===== src/sv/ostt_pkg.sv =====
package ostt_pkg;

  localparam int DEF_TIMER_SLOTS = 16;
  localparam int MAX_RESULTS     = 16;

  localparam int TIME_W     = 32;
  localparam int DELAY_W    = 31;
  localparam int OWNER_W    = 32;
  localparam int LISTEN_W   = 16;
  localparam int FRAME_W    = 16;
  localparam int SLOW_W     = 8;
  localparam int KIND_W     = 2;
  localparam int REM_W      = 33;
  localparam int CFG_IDX_W  = 1;
  localparam int CFG_DATA_W = 16;

  localparam logic [SLOW_W-1:0]  SLOW_RESET  = SLOW_W'(1);
  localparam logic [FRAME_W-1:0] CLAMP_RESET = FRAME_W'(500);

  localparam logic OP_TICK = 1'b0;
  localparam logic OP_ADD  = 1'b1;

  localparam logic [KIND_W-1:0] KIND_ACCEPTED = 2'd0;
  localparam logic [KIND_W-1:0] KIND_REJECTED = 2'd1;
  localparam logic [KIND_W-1:0] KIND_EXPIRED  = 2'd2;

  localparam logic [CFG_IDX_W-1:0] REG_SLOW_FACTOR = 1'b0;
  localparam logic [CFG_IDX_W-1:0] REG_CLAMP_LIMIT = 1'b1;

  typedef struct packed {
    logic [REM_W-1:0]    remaining;
    logic [OWNER_W-1:0]  owner;
    logic [LISTEN_W-1:0] listener;
  } ostt_entry_t;

  typedef struct packed {
    logic tick_start;
    logic add_take;
    logic add_go;
    logic sweep_init;
    logic sweep_run;
    logic sweep_end;
    logic flush;
  } ostt_cmd_t;

  typedef struct packed {
    logic div_done;
    logic out_free;
    logic sweep_done;
    logic hold_valid;
  } ostt_sts_t;

endpackage


===== src/sv/ostt_if.sv =====
interface ostt_req_if;
  import ostt_pkg::*;
  logic                valid;
  logic                ready;
  logic                operation;
  logic [TIME_W-1:0]   current_time;
  logic [DELAY_W-1:0]  delay;
  logic [OWNER_W-1:0]  owner_id;
  logic [LISTEN_W-1:0] listener_handle;

  modport source (output valid, operation, current_time, delay, owner_id, listener_handle,
                  input ready);
  modport sink (input valid, operation, current_time, delay, owner_id, listener_handle,
                output ready);
endinterface

interface ostt_rsp_if;
  import ostt_pkg::*;
  logic                valid;
  logic                ready;
  logic [KIND_W-1:0]   result_kind;
  logic [OWNER_W-1:0]  expired_owner;
  logic [LISTEN_W-1:0] expired_listener;
  logic [FRAME_W-1:0]  frame_duration;
  logic                last;

  modport source (output valid, result_kind, expired_owner, expired_listener,
                  frame_duration, last, input ready);
  modport sink (input valid, result_kind, expired_owner, expired_listener,
                frame_duration, last, output ready);
endinterface

interface ostt_cfg_if;
  import ostt_pkg::*;
  logic                  valid;
  logic                  ready;
  logic [CFG_IDX_W-1:0]  index;
  logic [CFG_DATA_W-1:0] data;

  modport source (output valid, index, data, input ready);
  modport sink (input valid, index, data, output ready);
endinterface


===== src/sv/one_shot_timer_table.sv =====
// Add request: registered on acceptance; the result is loaded into the output register
// once it is free, and the next request is taken after that. Tick request: radix-4
// divider, then a walk over the armed timers through the single-read-port timer list.
// Expiry results stream out during the walk; output stalls hold the walk.
// Reset: table empty, last time 0, slow factor 1, clamp limit 500; no clearing pass.
module one_shot_timer_table #(
  parameter int TIMER_SLOTS = ostt_pkg::DEF_TIMER_SLOTS
) (
  input  logic       clk,
  input  logic       rst,
  ostt_req_if.sink   req,
  ostt_rsp_if.source rsp,
  ostt_cfg_if.sink   cfg
);
  import ostt_pkg::*;

  ostt_cmd_t cmd;
  ostt_sts_t sts;

  ostt_ctrl u_ctrl (
    .clk           (clk),
    .rst           (rst),
    .req_valid     (req.valid),
    .req_operation (req.operation),
    .req_ready     (req.ready),
    .sts           (sts),
    .cmd           (cmd)
  );

  ostt_dp #(
    .TIMER_SLOTS (TIMER_SLOTS)
  ) u_dp (
    .clk                 (clk),
    .rst                 (rst),
    .cmd                 (cmd),
    .sts                 (sts),
    .req_current_time    (req.current_time),
    .req_delay           (req.delay),
    .req_owner_id        (req.owner_id),
    .req_listener_handle (req.listener_handle),
    .rsp                 (rsp),
    .cfg                 (cfg)
  );

endmodule


===== src/sv/ostt_div.sv =====
module ostt_div (
  input  logic                            clk,
  input  logic                            rst,
  input  logic                            start,
  input  logic [ostt_pkg::TIME_W-1:0]     dividend,
  input  logic [ostt_pkg::SLOW_W-1:0]     divisor,
  output logic                            done,
  output logic                            ovf,
  output logic [ostt_pkg::FRAME_W-1:0]    quot
);
  import ostt_pkg::*;

  localparam int STEPS  = FRAME_W / 2;
  localparam int STEP_W = $clog2(STEPS);
  localparam int X_W    = SLOW_W + 2;

  logic              busy;
  logic [STEP_W-1:0] step;
  logic [SLOW_W-1:0] part;
  logic [FRAME_W-1:0] lo;

  logic [X_W-1:0]    x, d1, d2, d3;
  logic [1:0]        digit;
  logic [X_W-1:0]    x_next;

  always_comb begin
    x  = {part, lo[FRAME_W-1 -: 2]};
    d1 = {2'b00, divisor};
    d2 = {1'b0, divisor, 1'b0};
    d3 = d1 + d2;
    if (x >= d3) begin
      digit  = 2'd3;
      x_next = x - d3;
    end else if (x >= d2) begin
      digit  = 2'd2;
      x_next = x - d2;
    end else if (x >= d1) begin
      digit  = 2'd1;
      x_next = x - d1;
    end else begin
      digit  = 2'd0;
      x_next = x;
    end
  end

  always_ff @(posedge clk) begin
    if (rst) begin
      busy <= 1'b0;
      step <= '0;
    end else if (start) begin
      busy <= 1'b1;
      step <= '0;
    end else if (busy) begin
      step <= step + STEP_W'(1);
      if (step == STEP_W'(STEPS - 1)) begin
        busy <= 1'b0;
      end
    end
  end

  always_ff @(posedge clk) begin
    if (start) begin
      part <= dividend[FRAME_W +: SLOW_W];
      lo   <= dividend[FRAME_W-1:0];
      ovf  <= dividend[TIME_W-1 -: FRAME_W] >= {{(FRAME_W-SLOW_W){1'b0}}, divisor};
    end else if (busy) begin
      part <= x_next[SLOW_W-1:0];
      lo   <= {lo[FRAME_W-3:0], digit};
    end
  end

  assign done = !busy;
  assign quot = lo;

endmodule


===== src/sv/ostt_dp.sv =====
module ostt_dp #(
  parameter int TIMER_SLOTS = ostt_pkg::DEF_TIMER_SLOTS
) (
  input  logic                          clk,
  input  logic                          rst,
  input  ostt_pkg::ostt_cmd_t           cmd,
  output ostt_pkg::ostt_sts_t           sts,
  input  logic [ostt_pkg::TIME_W-1:0]   req_current_time,
  input  logic [ostt_pkg::DELAY_W-1:0]  req_delay,
  input  logic [ostt_pkg::OWNER_W-1:0]  req_owner_id,
  input  logic [ostt_pkg::LISTEN_W-1:0] req_listener_handle,
  ostt_rsp_if.source                    rsp,
  ostt_cfg_if.sink                      cfg
);
  import ostt_pkg::*;

  localparam int IW = (TIMER_SLOTS > 1) ? $clog2(TIMER_SLOTS) : 1;
  localparam int CW = $clog2(TIMER_SLOTS + 1);
  localparam int EW = $clog2(MAX_RESULTS + 1);
  localparam logic [IW-1:0] LAST_POS = IW'(TIMER_SLOTS - 1);
  localparam logic [CW:0]   SLOTS_W  = (CW+1)'(TIMER_SLOTS);
  localparam logic [REM_W-1:0] REM_FLOOR = {1'b1, {(REM_W-1){1'b0}}};

  // configuration and time base
  logic [SLOW_W-1:0]  slow_factor;
  logic [FRAME_W-1:0] clamp_limit;
  logic [TIME_W-1:0]  last_time;

  // held add request
  logic [DELAY_W-1:0]  add_delay;
  logic [OWNER_W-1:0]  add_owner;
  logic [LISTEN_W-1:0] add_listener;

  // timer list, circular, oldest at head
  ostt_entry_t mem [TIMER_SLOTS];
  ostt_entry_t mem_rdata;
  ostt_entry_t mem_wdata;
  logic [IW-1:0] mem_waddr;
  logic          mem_we;
  logic          mem_re;

  logic [IW-1:0] head;
  logic [CW-1:0] count;

  // sweep state
  logic [FRAME_W-1:0] frame;
  logic [IW-1:0]      rd_ptr;
  logic [IW-1:0]      wr_ptr;
  logic [CW-1:0]      rd_left;
  logic [CW-1:0]      kept;
  logic [EW-1:0]      n_emit;
  logic               pend;
  logic               hold_valid;
  logic [OWNER_W-1:0]  hold_owner;
  logic [LISTEN_W-1:0] hold_listener;

  // output register
  logic                out_valid;
  logic [KIND_W-1:0]   out_kind;
  logic [OWNER_W-1:0]  out_owner;
  logic [LISTEN_W-1:0] out_listener;
  logic [FRAME_W-1:0]  out_frame;
  logic                out_last;

  logic [TIME_W-1:0]  elapsed;
  logic [SLOW_W-1:0]  divisor;
  logic               div_done;
  logic               div_ovf;
  logic [FRAME_W-1:0] div_quot;
  logic [FRAME_W-1:0] frame_val;

  logic [CW:0]   tail_sum;
  logic [CW:0]   tail_wide;
  logic [IW-1:0] tail;
  logic [IW-1:0] tail_m1;
  logic          full;

  logic [REM_W:0]    diff;
  logic [REM_W-1:0]  new_rem;
  logic              nonpos;
  logic              expire;
  logic              stall;
  logic              run;
  logic              out_free;
  logic              load_out;
  logic              add_write;

  assign elapsed = req_current_time - last_time;
  assign divisor = (slow_factor == '0) ? SLOW_W'(1) : slow_factor;

  ostt_div u_div (
    .clk      (clk),
    .rst      (rst),
    .start    (cmd.tick_start),
    .dividend (elapsed),
    .divisor  (divisor),
    .done     (div_done),
    .ovf      (div_ovf),
    .quot     (div_quot)
  );

  assign frame_val = (div_ovf || div_quot > clamp_limit) ? clamp_limit : div_quot;

  always_comb begin
    tail_sum  = {{(CW+1-IW){1'b0}}, head} + {1'b0, count};
    tail_wide = (tail_sum >= SLOTS_W) ? tail_sum - SLOTS_W : tail_sum;
    tail      = tail_wide[IW-1:0];
    tail_m1   = (tail == '0) ? LAST_POS : tail - IW'(1);
  end

  assign full = (count == CW'(TIMER_SLOTS));

  always_comb begin
    diff    = {mem_rdata.remaining[REM_W-1], mem_rdata.remaining}
              - {{(REM_W+1-FRAME_W){1'b0}}, frame};
    new_rem = (diff[REM_W] && !diff[REM_W-1]) ? REM_FLOOR : diff[REM_W-1:0];
    nonpos  = new_rem[REM_W-1] || (new_rem == '0);
  end

  assign out_free  = !out_valid || rsp.ready;
  assign expire    = pend && nonpos && (n_emit < EW'(MAX_RESULTS));
  assign stall     = expire && hold_valid && !out_free;
  assign run       = cmd.sweep_run && !stall;
  assign add_write = cmd.add_go && !full;
  assign load_out  = cmd.add_go || (run && expire && hold_valid) || cmd.flush;

  always_ff @(posedge clk) begin
    if (cmd.add_take) begin
      add_delay    <= req_delay;
      add_owner    <= req_owner_id;
      add_listener <= req_listener_handle;
    end
  end

  always_comb begin
    mem_we    = 1'b0;
    mem_waddr = wr_ptr;
    mem_wdata = '{remaining: new_rem, owner: mem_rdata.owner, listener: mem_rdata.listener};
    if (add_write) begin
      mem_we    = 1'b1;
      mem_waddr = tail;
      mem_wdata = '{remaining: {{(REM_W-DELAY_W){1'b0}}, add_delay},
                    owner: add_owner, listener: add_listener};
    end else if (run && pend && !expire) begin
      mem_we = 1'b1;
    end
  end

  assign mem_re = run && (rd_left != '0);

  always_ff @(posedge clk) begin
    if (mem_we) begin
      mem[mem_waddr] <= mem_wdata;
    end
    if (mem_re) begin
      mem_rdata <= mem[rd_ptr];
    end
  end

  always_ff @(posedge clk) begin
    if (rst) begin
      slow_factor <= SLOW_RESET;
      clamp_limit <= CLAMP_RESET;
    end else if (cfg.valid) begin
      unique case (cfg.index)
        REG_SLOW_FACTOR: slow_factor <= cfg.data[SLOW_W-1:0];
        REG_CLAMP_LIMIT: clamp_limit <= cfg.data[FRAME_W-1:0];
        default: ;
      endcase
    end
  end

  assign cfg.ready = 1'b1;

  always_ff @(posedge clk) begin
    if (rst) begin
      last_time <= '0;
    end else if (cmd.tick_start) begin
      last_time <= req_current_time;
    end
  end

  always_ff @(posedge clk) begin
    if (rst) begin
      head       <= '0;
      count      <= '0;
      rd_left    <= '0;
      kept       <= '0;
      n_emit     <= '0;
      pend       <= 1'b0;
      hold_valid <= 1'b0;
    end else begin
      if (add_write) begin
        count <= count + CW'(1);
      end
      if (cmd.sweep_init) begin
        rd_left    <= count;
        kept       <= '0;
        n_emit     <= '0;
        pend       <= 1'b0;
        hold_valid <= 1'b0;
      end
      if (run) begin
        if (pend && !expire) begin
          kept <= kept + CW'(1);
        end
        if (expire) begin
          hold_valid <= 1'b1;
          n_emit     <= n_emit + EW'(1);
        end
        if (rd_left != '0) begin
          rd_left <= rd_left - CW'(1);
          pend    <= 1'b1;
        end else begin
          pend <= 1'b0;
        end
      end
      if (cmd.sweep_end) begin
        head  <= (wr_ptr == LAST_POS) ? '0 : wr_ptr + IW'(1);
        count <= kept;
      end
      if (cmd.flush) begin
        hold_valid <= 1'b0;
      end
    end
  end

  always_ff @(posedge clk) begin
    if (cmd.sweep_init) begin
      frame  <= frame_val;
      rd_ptr <= tail_m1;
      wr_ptr <= tail_m1;
    end
    if (run) begin
      if (pend && !expire) begin
        wr_ptr <= (wr_ptr == '0) ? LAST_POS : wr_ptr - IW'(1);
      end
      if (expire) begin
        hold_owner    <= mem_rdata.owner;
        hold_listener <= mem_rdata.listener;
      end
      if (rd_left != '0) begin
        rd_ptr <= (rd_ptr == '0) ? LAST_POS : rd_ptr - IW'(1);
      end
    end
  end

  always_ff @(posedge clk) begin
    if (rst) begin
      out_valid <= 1'b0;
    end else if (load_out) begin
      out_valid <= 1'b1;
    end else if (rsp.ready) begin
      out_valid <= 1'b0;
    end
  end

  always_ff @(posedge clk) begin
    if (cmd.add_go) begin
      out_kind     <= full ? KIND_REJECTED : KIND_ACCEPTED;
      out_owner    <= '0;
      out_listener <= '0;
      out_frame    <= '0;
      out_last     <= 1'b1;
    end else if (load_out) begin
      out_kind     <= KIND_EXPIRED;
      out_owner    <= hold_owner;
      out_listener <= hold_listener;
      out_frame    <= frame;
      out_last     <= cmd.flush;
    end
  end

  assign rsp.valid            = out_valid;
  assign rsp.result_kind      = out_kind;
  assign rsp.expired_owner    = out_owner;
  assign rsp.expired_listener = out_listener;
  assign rsp.frame_duration   = out_frame;
  assign rsp.last             = out_last;

  assign sts.div_done   = div_done;
  assign sts.out_free   = out_free;
  assign sts.sweep_done = !pend && (rd_left == '0);
  assign sts.hold_valid = hold_valid;

`ifndef SYNTHESIS
  a_count_range: assert property (@(posedge clk) disable iff (rst)
    count <= CW'(TIMER_SLOTS))
    else $error("timer count exceeds table size");

  a_load_free: assert property (@(posedge clk) disable iff (rst)
    load_out |-> out_free)
    else $error("output register overwritten while held");

  a_emit_cap: assert property (@(posedge clk) disable iff (rst)
    n_emit <= EW'(MAX_RESULTS))
    else $error("too many expiries in one tick");

  a_sweep_shrinks: assert property (@(posedge clk) disable iff (rst)
    cmd.sweep_end |=> count <= $past(count))
    else $error("sweep grew the timer list");
`endif

endmodule


===== src/sv/ostt_ctrl.sv =====
module ostt_ctrl (
  input  logic                clk,
  input  logic                rst,
  input  logic                req_valid,
  input  logic                req_operation,
  output logic                req_ready,
  input  ostt_pkg::ostt_sts_t sts,
  output ostt_pkg::ostt_cmd_t cmd
);
  import ostt_pkg::*;

  typedef enum logic [4:0] {
    ST_IDLE  = 5'b00001,
    ST_ADD   = 5'b00010,
    ST_DIV   = 5'b00100,
    ST_SWEEP = 5'b01000,
    ST_FLUSH = 5'b10000
  } state_t;

  state_t state;
  state_t state_next;

  always_comb begin
    state_next = state;
    cmd        = '0;
    req_ready  = 1'b0;
    unique case (state)
      ST_IDLE: begin
        req_ready = 1'b1;
        if (req_valid) begin
          if (req_operation == OP_ADD) begin
            cmd.add_take = 1'b1;
            state_next   = ST_ADD;
          end else begin
            cmd.tick_start = 1'b1;
            state_next     = ST_DIV;
          end
        end
      end
      ST_ADD: begin
        if (sts.out_free) begin
          cmd.add_go = 1'b1;
          state_next = ST_IDLE;
        end
      end
      ST_DIV: begin
        if (sts.div_done) begin
          cmd.sweep_init = 1'b1;
          state_next     = ST_SWEEP;
        end
      end
      ST_SWEEP: begin
        cmd.sweep_run = 1'b1;
        if (sts.sweep_done) begin
          cmd.sweep_end = 1'b1;
          state_next    = sts.hold_valid ? ST_FLUSH : ST_IDLE;
        end
      end
      ST_FLUSH: begin
        if (sts.out_free) begin
          cmd.flush  = 1'b1;
          state_next = ST_IDLE;
        end
      end
      default: state_next = ST_IDLE;
    endcase
  end

  always_ff @(posedge clk) begin
    if (rst) begin
      state <= ST_IDLE;
    end else begin
      state <= state_next;
    end
  end

endmodule


===== src/flat_wrapper.sv =====
// flat-port wrapper written by rule: the top's interface ports become plain ports
module one_shot_timer_table_flat import ostt_pkg::*;
#(
  parameter int TIMER_SLOTS = ostt_pkg::DEF_TIMER_SLOTS
)
  (clk, rst, req_valid, req_operation, req_current_time, req_delay, req_owner_id, req_listener_handle, req_ready, rsp_valid, rsp_result_kind, rsp_expired_owner, rsp_expired_listener, rsp_frame_duration, rsp_last, rsp_ready, cfg_valid, cfg_index, cfg_data, cfg_ready);
  ostt_req_if req_i ();
  ostt_rsp_if rsp_i ();
  ostt_cfg_if cfg_i ();
  input  logic clk;
  input  logic rst;
  input wire logic [$bits(req_i.valid)-1:0] req_valid;
  input wire logic [$bits(req_i.operation)-1:0] req_operation;
  input wire logic [$bits(req_i.current_time)-1:0] req_current_time;
  input wire logic [$bits(req_i.delay)-1:0] req_delay;
  input wire logic [$bits(req_i.owner_id)-1:0] req_owner_id;
  input wire logic [$bits(req_i.listener_handle)-1:0] req_listener_handle;
  output wire logic [$bits(req_i.ready)-1:0] req_ready;
  output wire logic [$bits(rsp_i.valid)-1:0] rsp_valid;
  output wire logic [$bits(rsp_i.result_kind)-1:0] rsp_result_kind;
  output wire logic [$bits(rsp_i.expired_owner)-1:0] rsp_expired_owner;
  output wire logic [$bits(rsp_i.expired_listener)-1:0] rsp_expired_listener;
  output wire logic [$bits(rsp_i.frame_duration)-1:0] rsp_frame_duration;
  output wire logic [$bits(rsp_i.last)-1:0] rsp_last;
  input wire logic [$bits(rsp_i.ready)-1:0] rsp_ready;
  input wire logic [$bits(cfg_i.valid)-1:0] cfg_valid;
  input wire logic [$bits(cfg_i.index)-1:0] cfg_index;
  input wire logic [$bits(cfg_i.data)-1:0] cfg_data;
  output wire logic [$bits(cfg_i.ready)-1:0] cfg_ready;
  assign req_i.valid = req_valid;
  assign req_i.operation = req_operation;
  assign req_i.current_time = req_current_time;
  assign req_i.delay = req_delay;
  assign req_i.owner_id = req_owner_id;
  assign req_i.listener_handle = req_listener_handle;
  assign req_ready = req_i.ready;
  assign rsp_valid = rsp_i.valid;
  assign rsp_result_kind = rsp_i.result_kind;
  assign rsp_expired_owner = rsp_i.expired_owner;
  assign rsp_expired_listener = rsp_i.expired_listener;
  assign rsp_frame_duration = rsp_i.frame_duration;
  assign rsp_last = rsp_i.last;
  assign rsp_i.ready = rsp_ready;
  assign cfg_i.valid = cfg_valid;
  assign cfg_i.index = cfg_index;
  assign cfg_i.data = cfg_data;
  assign cfg_ready = cfg_i.ready;
  one_shot_timer_table #(.TIMER_SLOTS(TIMER_SLOTS)) u_core (.clk(clk), .rst(rst), .req(req_i), .rsp(rsp_i), .cfg(cfg_i));
endmodule

===== config.mk =====
export PLATFORM = sky130hd
export DESIGN_NAME = one_shot_timer_table_flat
export DESIGN_NICKNAME = d
export VERILOG_FILES = /design/src/sv/ostt_pkg.sv /design/src/sv/ostt_if.sv /design/src/sv/one_shot_timer_table.sv /design/src/sv/ostt_div.sv /design/src/sv/ostt_dp.sv /design/src/sv/ostt_ctrl.sv /design/src/flat_wrapper.sv
export SDC_FILE = /design/constraint.sdc
export NUM_CORES = 2
export LEC_CHECK = 0
export BUFFER_PORTS_ARGS = -buffer_cell sky130_fd_sc_hd__buf_2
export CAP_MARGIN = 40
export CORE_UTILIZATION = 49
export CTS_BUF_LIST = sky130_fd_sc_hd__clkbuf_16
export DETAILED_ROUTE_END_ITERATION = 10
export PLACE_DENSITY = 0.65
export SKIP_LAST_GASP = 1
export SLEW_MARGIN = 40
export SYNTH_ARGS = -nofsm -noshare
export SYNTH_HDL_FRONTEND = slang
export SYNTH_SLANG_ARGS = --single-unit

===== constraint.sdc =====
create_clock -name clk -period 10.7 [get_ports clk]
set_input_delay 1.07 -clock clk [delete_from_list [all_inputs] [get_ports clk]]
set_output_delay 1.07 -clock clk [all_outputs]
set_load 0.02 [all_outputs]

==> flow_metrics.py <==
metrics = {
    "run_status": {
        "status": "completed",
    },
    "pwr": {
        "swShare": 0.268,
        "power.static_leakage_nw": 26.7,
        "p_sw_mw": 4.68,
        "fin_total_pwr_mw": 17.5,
        "power.density_nw_per_um2": 222,
        "p_clk_frac": 0.330,
        "cellInternalPower_mw": 12.8,
        "seqPwrFrac": 0.446,
        "combPwrFrac": 0.225,
        "irDropWorstVdd_v": 0.000201,
    },
    "routing": {
        "num_vias": 36793,
        "top_layer": "met5",
        "drc": 0,
        "drtIter0Drc": 3621,
        "wl_per_cell_um": 25.8,
        "routed_wl_um": 163000,
        "wl_met1_um": 68800,
        "ant_nets": 0,
        "dr.pass1.iters": 6,
        "met2_length_um": 78800,
        "drt-vias-per-instance": 5.84,
        "wl_met3_um": 10500,
    },
    "clock_network": {
        "cts_setup_buffers": 0,
        "cts_tree": "yes",
        "clkSlewWorstSetupHoldPaths_ns": 0.06,
        "clk_latency_ns": 0.82,
        "clockRootBuffer": "clkbuf_16",
        "cts-hold-fix-buffers": 0,
        "cts_sinks": 1712,
        "cts_made_buffers": 174,
        "clk_path_buf_depth": 3,
        "cts_resized": 0,
        "htree_levels": 4,
    },
    "logic_synthesis": {
        "yosysSeqAreaShare": 0.717,
        "postSynthCellCount": 3984,
        "synthXorXnorAreaFrac": 0.00921,
        "syn_area_um2": 69400,
        "synth_ff_type": "edfxtp_1",
        "synthMuxAreaShare": 0.135,
        "synth-simple-area-share": 0.0519,
        "ys_async_sr_fraction": 0,
        "yosysUniqueCellTypes": 92,
        "synth.most_common_cell": "edfxtp_1",
        "synth.top_cells.by_area": "edfxtp_1 (67%), mux4_2 (13%), dfxtp_1 (4.8%), nand2_1 (2.8%), ha_1 (2.2%)",
        "synth-compound-area-share": 0.0447,
        "ys_seq_elements": 1712,
        "avgSynthCellArea_um2": 17.4,
        "yosys_warnings": 0,
        "synth_top_family_by_area": "multiplexers",
        "synth_fa_ha_area_frac": 0.0237,
        "synth_edf_count": 1547,
        "synth_top_area_frac": 0.669,
        "yosys.area.top_type": "edfxtp_1",
        "synth_fp_nets": 4246,
        "synthTopCellsByCount": "edfxtp_1 (1,547), nand2_1 (516), mux4_2 (405), dfxtp_1 (165), a21oi_1 (160)",
    },
    "worst_setup_path": {
        "setup.worst_path.start": "u_core.u_dp.frame[0]$_DFFE_PP_",
        "r2r_cells": 15,
        "cp.arrival_ns": 6.11,
        "max_stage_delay_ns": 0.65,
        "crit_slowest_cell": "buf_4",
        "critical_path_class": "reg -> reg",
        "reg2reg_to": "u_core.u_dp.mem[1][30]$_DFFE_PP_",
        "end_kind": "flip-flop",
        "start_kind": "flip-flop",
        "crit_fanout": 33,
        "required_ns": 11.13,
        "timing.rr.start": "u_core.u_dp.frame[0]$_DFFE_PP_",
        "r2r_slack_ns": 5.02,
        "crit_top_cell": "buf_4",
        "crit_chain": "ha_1, fa_1, nor2b_1, o211ai_1, a211o_4, a21oi_4, or4_4, nor4b_4, a211oi_2, o31a_4, o21ai_2, o22a_1, nor3_2, buf_4, buf_4",
    },
    "hold_path": {
        "min_path_cells": 1,
        "holdPathEnd": "u_core.u_dp.add_owner[3]$_DFFE_PP_",
        "hp-start": "req_owner_id[3]",
        "hold_path.class": "in -> reg",
    },
    "final_layout": {
        "area_growth_pct": 13.3,
        "nets": 4538,
        "drive_gt1_frac": 0.228,
        "antenna_cells": 0,
    },
    "grt": {
        "grt_pass1_vias": 36713,
        "antenna_found_initial": 8,
        "grtUsageTotal": 0.231,
        "grt_pass1_wl_um": 242000,
        "overflow": 0,
        "grt_max_degree": 93,
    },
    "timing": {
        "max_freq_ghz": 0.176,
        "skew_ns": 0.0262,
        "rsz0062_at_grt": "no",
        "hold_violations": 0,
        "drv_slew": 0,
        "setup_tns_ns": 0,
        "slew_headroom": 0.437,
        "finalCritPeriodShare": 0.531,
        "finalSetupViolCount": 0,
        "timing.final.crit_period_ns": 5.68,
        "worstMarginPinSlew_ns": 0.834,
    },
    "floorplan": {
        "row_count": 137,
        "die_y_um": 378,
        "pin_count": 204,
        "die-area_um2": 143000,
        "core_area_um2": 140000,
        "initial_utilization": 0.496,
        "die_w_um": 378,
    },
    "flow_run": {
        "max_cap_violations": 0,
    },
    "placed_design": {
        "gp_congestion": 0.862,
        "io_buffers": 202,
        "hpwlAfterDp_um": 93400,
    },
}
-- power by group through the flow --
stage	Clock (mW)	Sequential, mW	Combinational (mW)
floorplan	0	7.99	2.85
finish	5.76	7.79	3.93
CTS	5.87	7.80	4.00
detailed placement	0	7.94	3.98
global placement	0	8.01	3.83
global route	6.12	7.82	4.26
-- kinds of logic (layout without fill, tap and decap cells) --
kind of cell,Yosys count,count (layout)
DFF,1712,1712
and+or+nand+nor,821,821
AOI/OAI and AO/OA,500,500
muxes,431,431
buffers and inverters,318,753
adders and majority gates,128,128
xor gates and xnor gates,73,73
other,1,1
-- flip-flops by register name, indices dropped and copies added, names as in the netlist, 31 cells and up --
register and flops:
u_core.u_dp.mem 1296, u_core.u_dp.hold_owner 32, u_core.u_dp.add_delay 31, u_core.u_dp.add_owner 32, u_core.u_dp.mem_rdata 81, u_core.u_dp.rsp.expired_owner 32
u_core.u_dp.last_time 32
-- stage by stage --
stage | instances | hold slack (ns) | worst slack, ns | util | area, um2
2_1_floorplan | 3984 | 0.426 | 1.46 | - | 69400
3_3_place_gp | 5963 | 0.430 | 5.10 | 0.520 | 72800
3_5_place_dp | 5974 | 0.434 | 5.06 | 0.523 | 73200
4_1_cts | 6293 | 0.359 | 5.02 | 0.561 | 78600
5_1_grt | 6295 | 0.388 | 4.76 | 0.561 | 78600
6_report | 6295 | 0.427 | 5.02 | 0.561 | 78600
-- metal layers --
layer	vias up	GRT usage
met3	268	0.0384
met5	-	0
li1	16239	-
met4	10	0.0735
met2	1298	0.370
met1	18978	0.327
-- final cells by class --
cell class                 count  area, um2
fill                       10703      61400
sequential                  1712      49800
multi-input combinational   1954      18500
clock buffer                 176       4400
tap                         1876       2350
timing repair buffer         302       2070
clock inverter               143       1000
inverter                     132        508
-- how the worst max path moves through the flow --
stage	endpoint	cells past startpoint	slack, ns
6_report	u_core.u_dp.mem[1][30]$_DFFE_PP_	15	5.02
5_1_grt	u_core.u_dp.mem[1][13]$_DFFE_PP_	15	4.76
4_1_cts	u_core.u_dp.mem[1][30]$_DFFE_PP_	15	5.02
3_5_place_dp	u_core.u_dp.mem[1][11]$_DFFE_PP_	15	5.06
2_1_floorplan	u_core.u_dp.mem[0][0]$_DFFE_PP_	13	1.46
3_3_place_gp	u_core.u_dp.mem[13][25]$_DFFE_PP_	15	5.10
-- worst max-delay path, delay by kind of cell, from the launching register on --
family                   cells  cell delay, ns
flip-flops                   1            0.40
AND/OR/NAND/NOR              4            0.76
adder cells (fa/ha/maj)      2            0.66
AO/OA/AOI/OAI                7            2.17
buffers and inverters        2            1.24
-- layout by cell type, fill, tap and decap left out, drive strengths merged, types with 18 or more instances in the layout --
cell / netlist / layout
xnor2: 50 / 50
nand3: 28 / 28
o21ai: 178 / 178
o211ai: 18 / 18
edfxtp: 1547 / 1547
clkbuf: 133 / 176
nor2b: 20 / 20
xor2: 23 / 23
nor3: 53 / 53
mux4: 405 / 405
clkinv: 1 / 70
mux2i: 19 / 19
ha: 122 / 122
dfxtp: 165 / 165
nor2: 87 / 87
inv: 131 / 189
a21oi: 161 / 161
nand4: 18 / 18
nand2b: 22 / 22
a21o: 23 / 23
buf: 53 / 302
nand2: 516 / 516
Power figures use the tool's default switching activity.
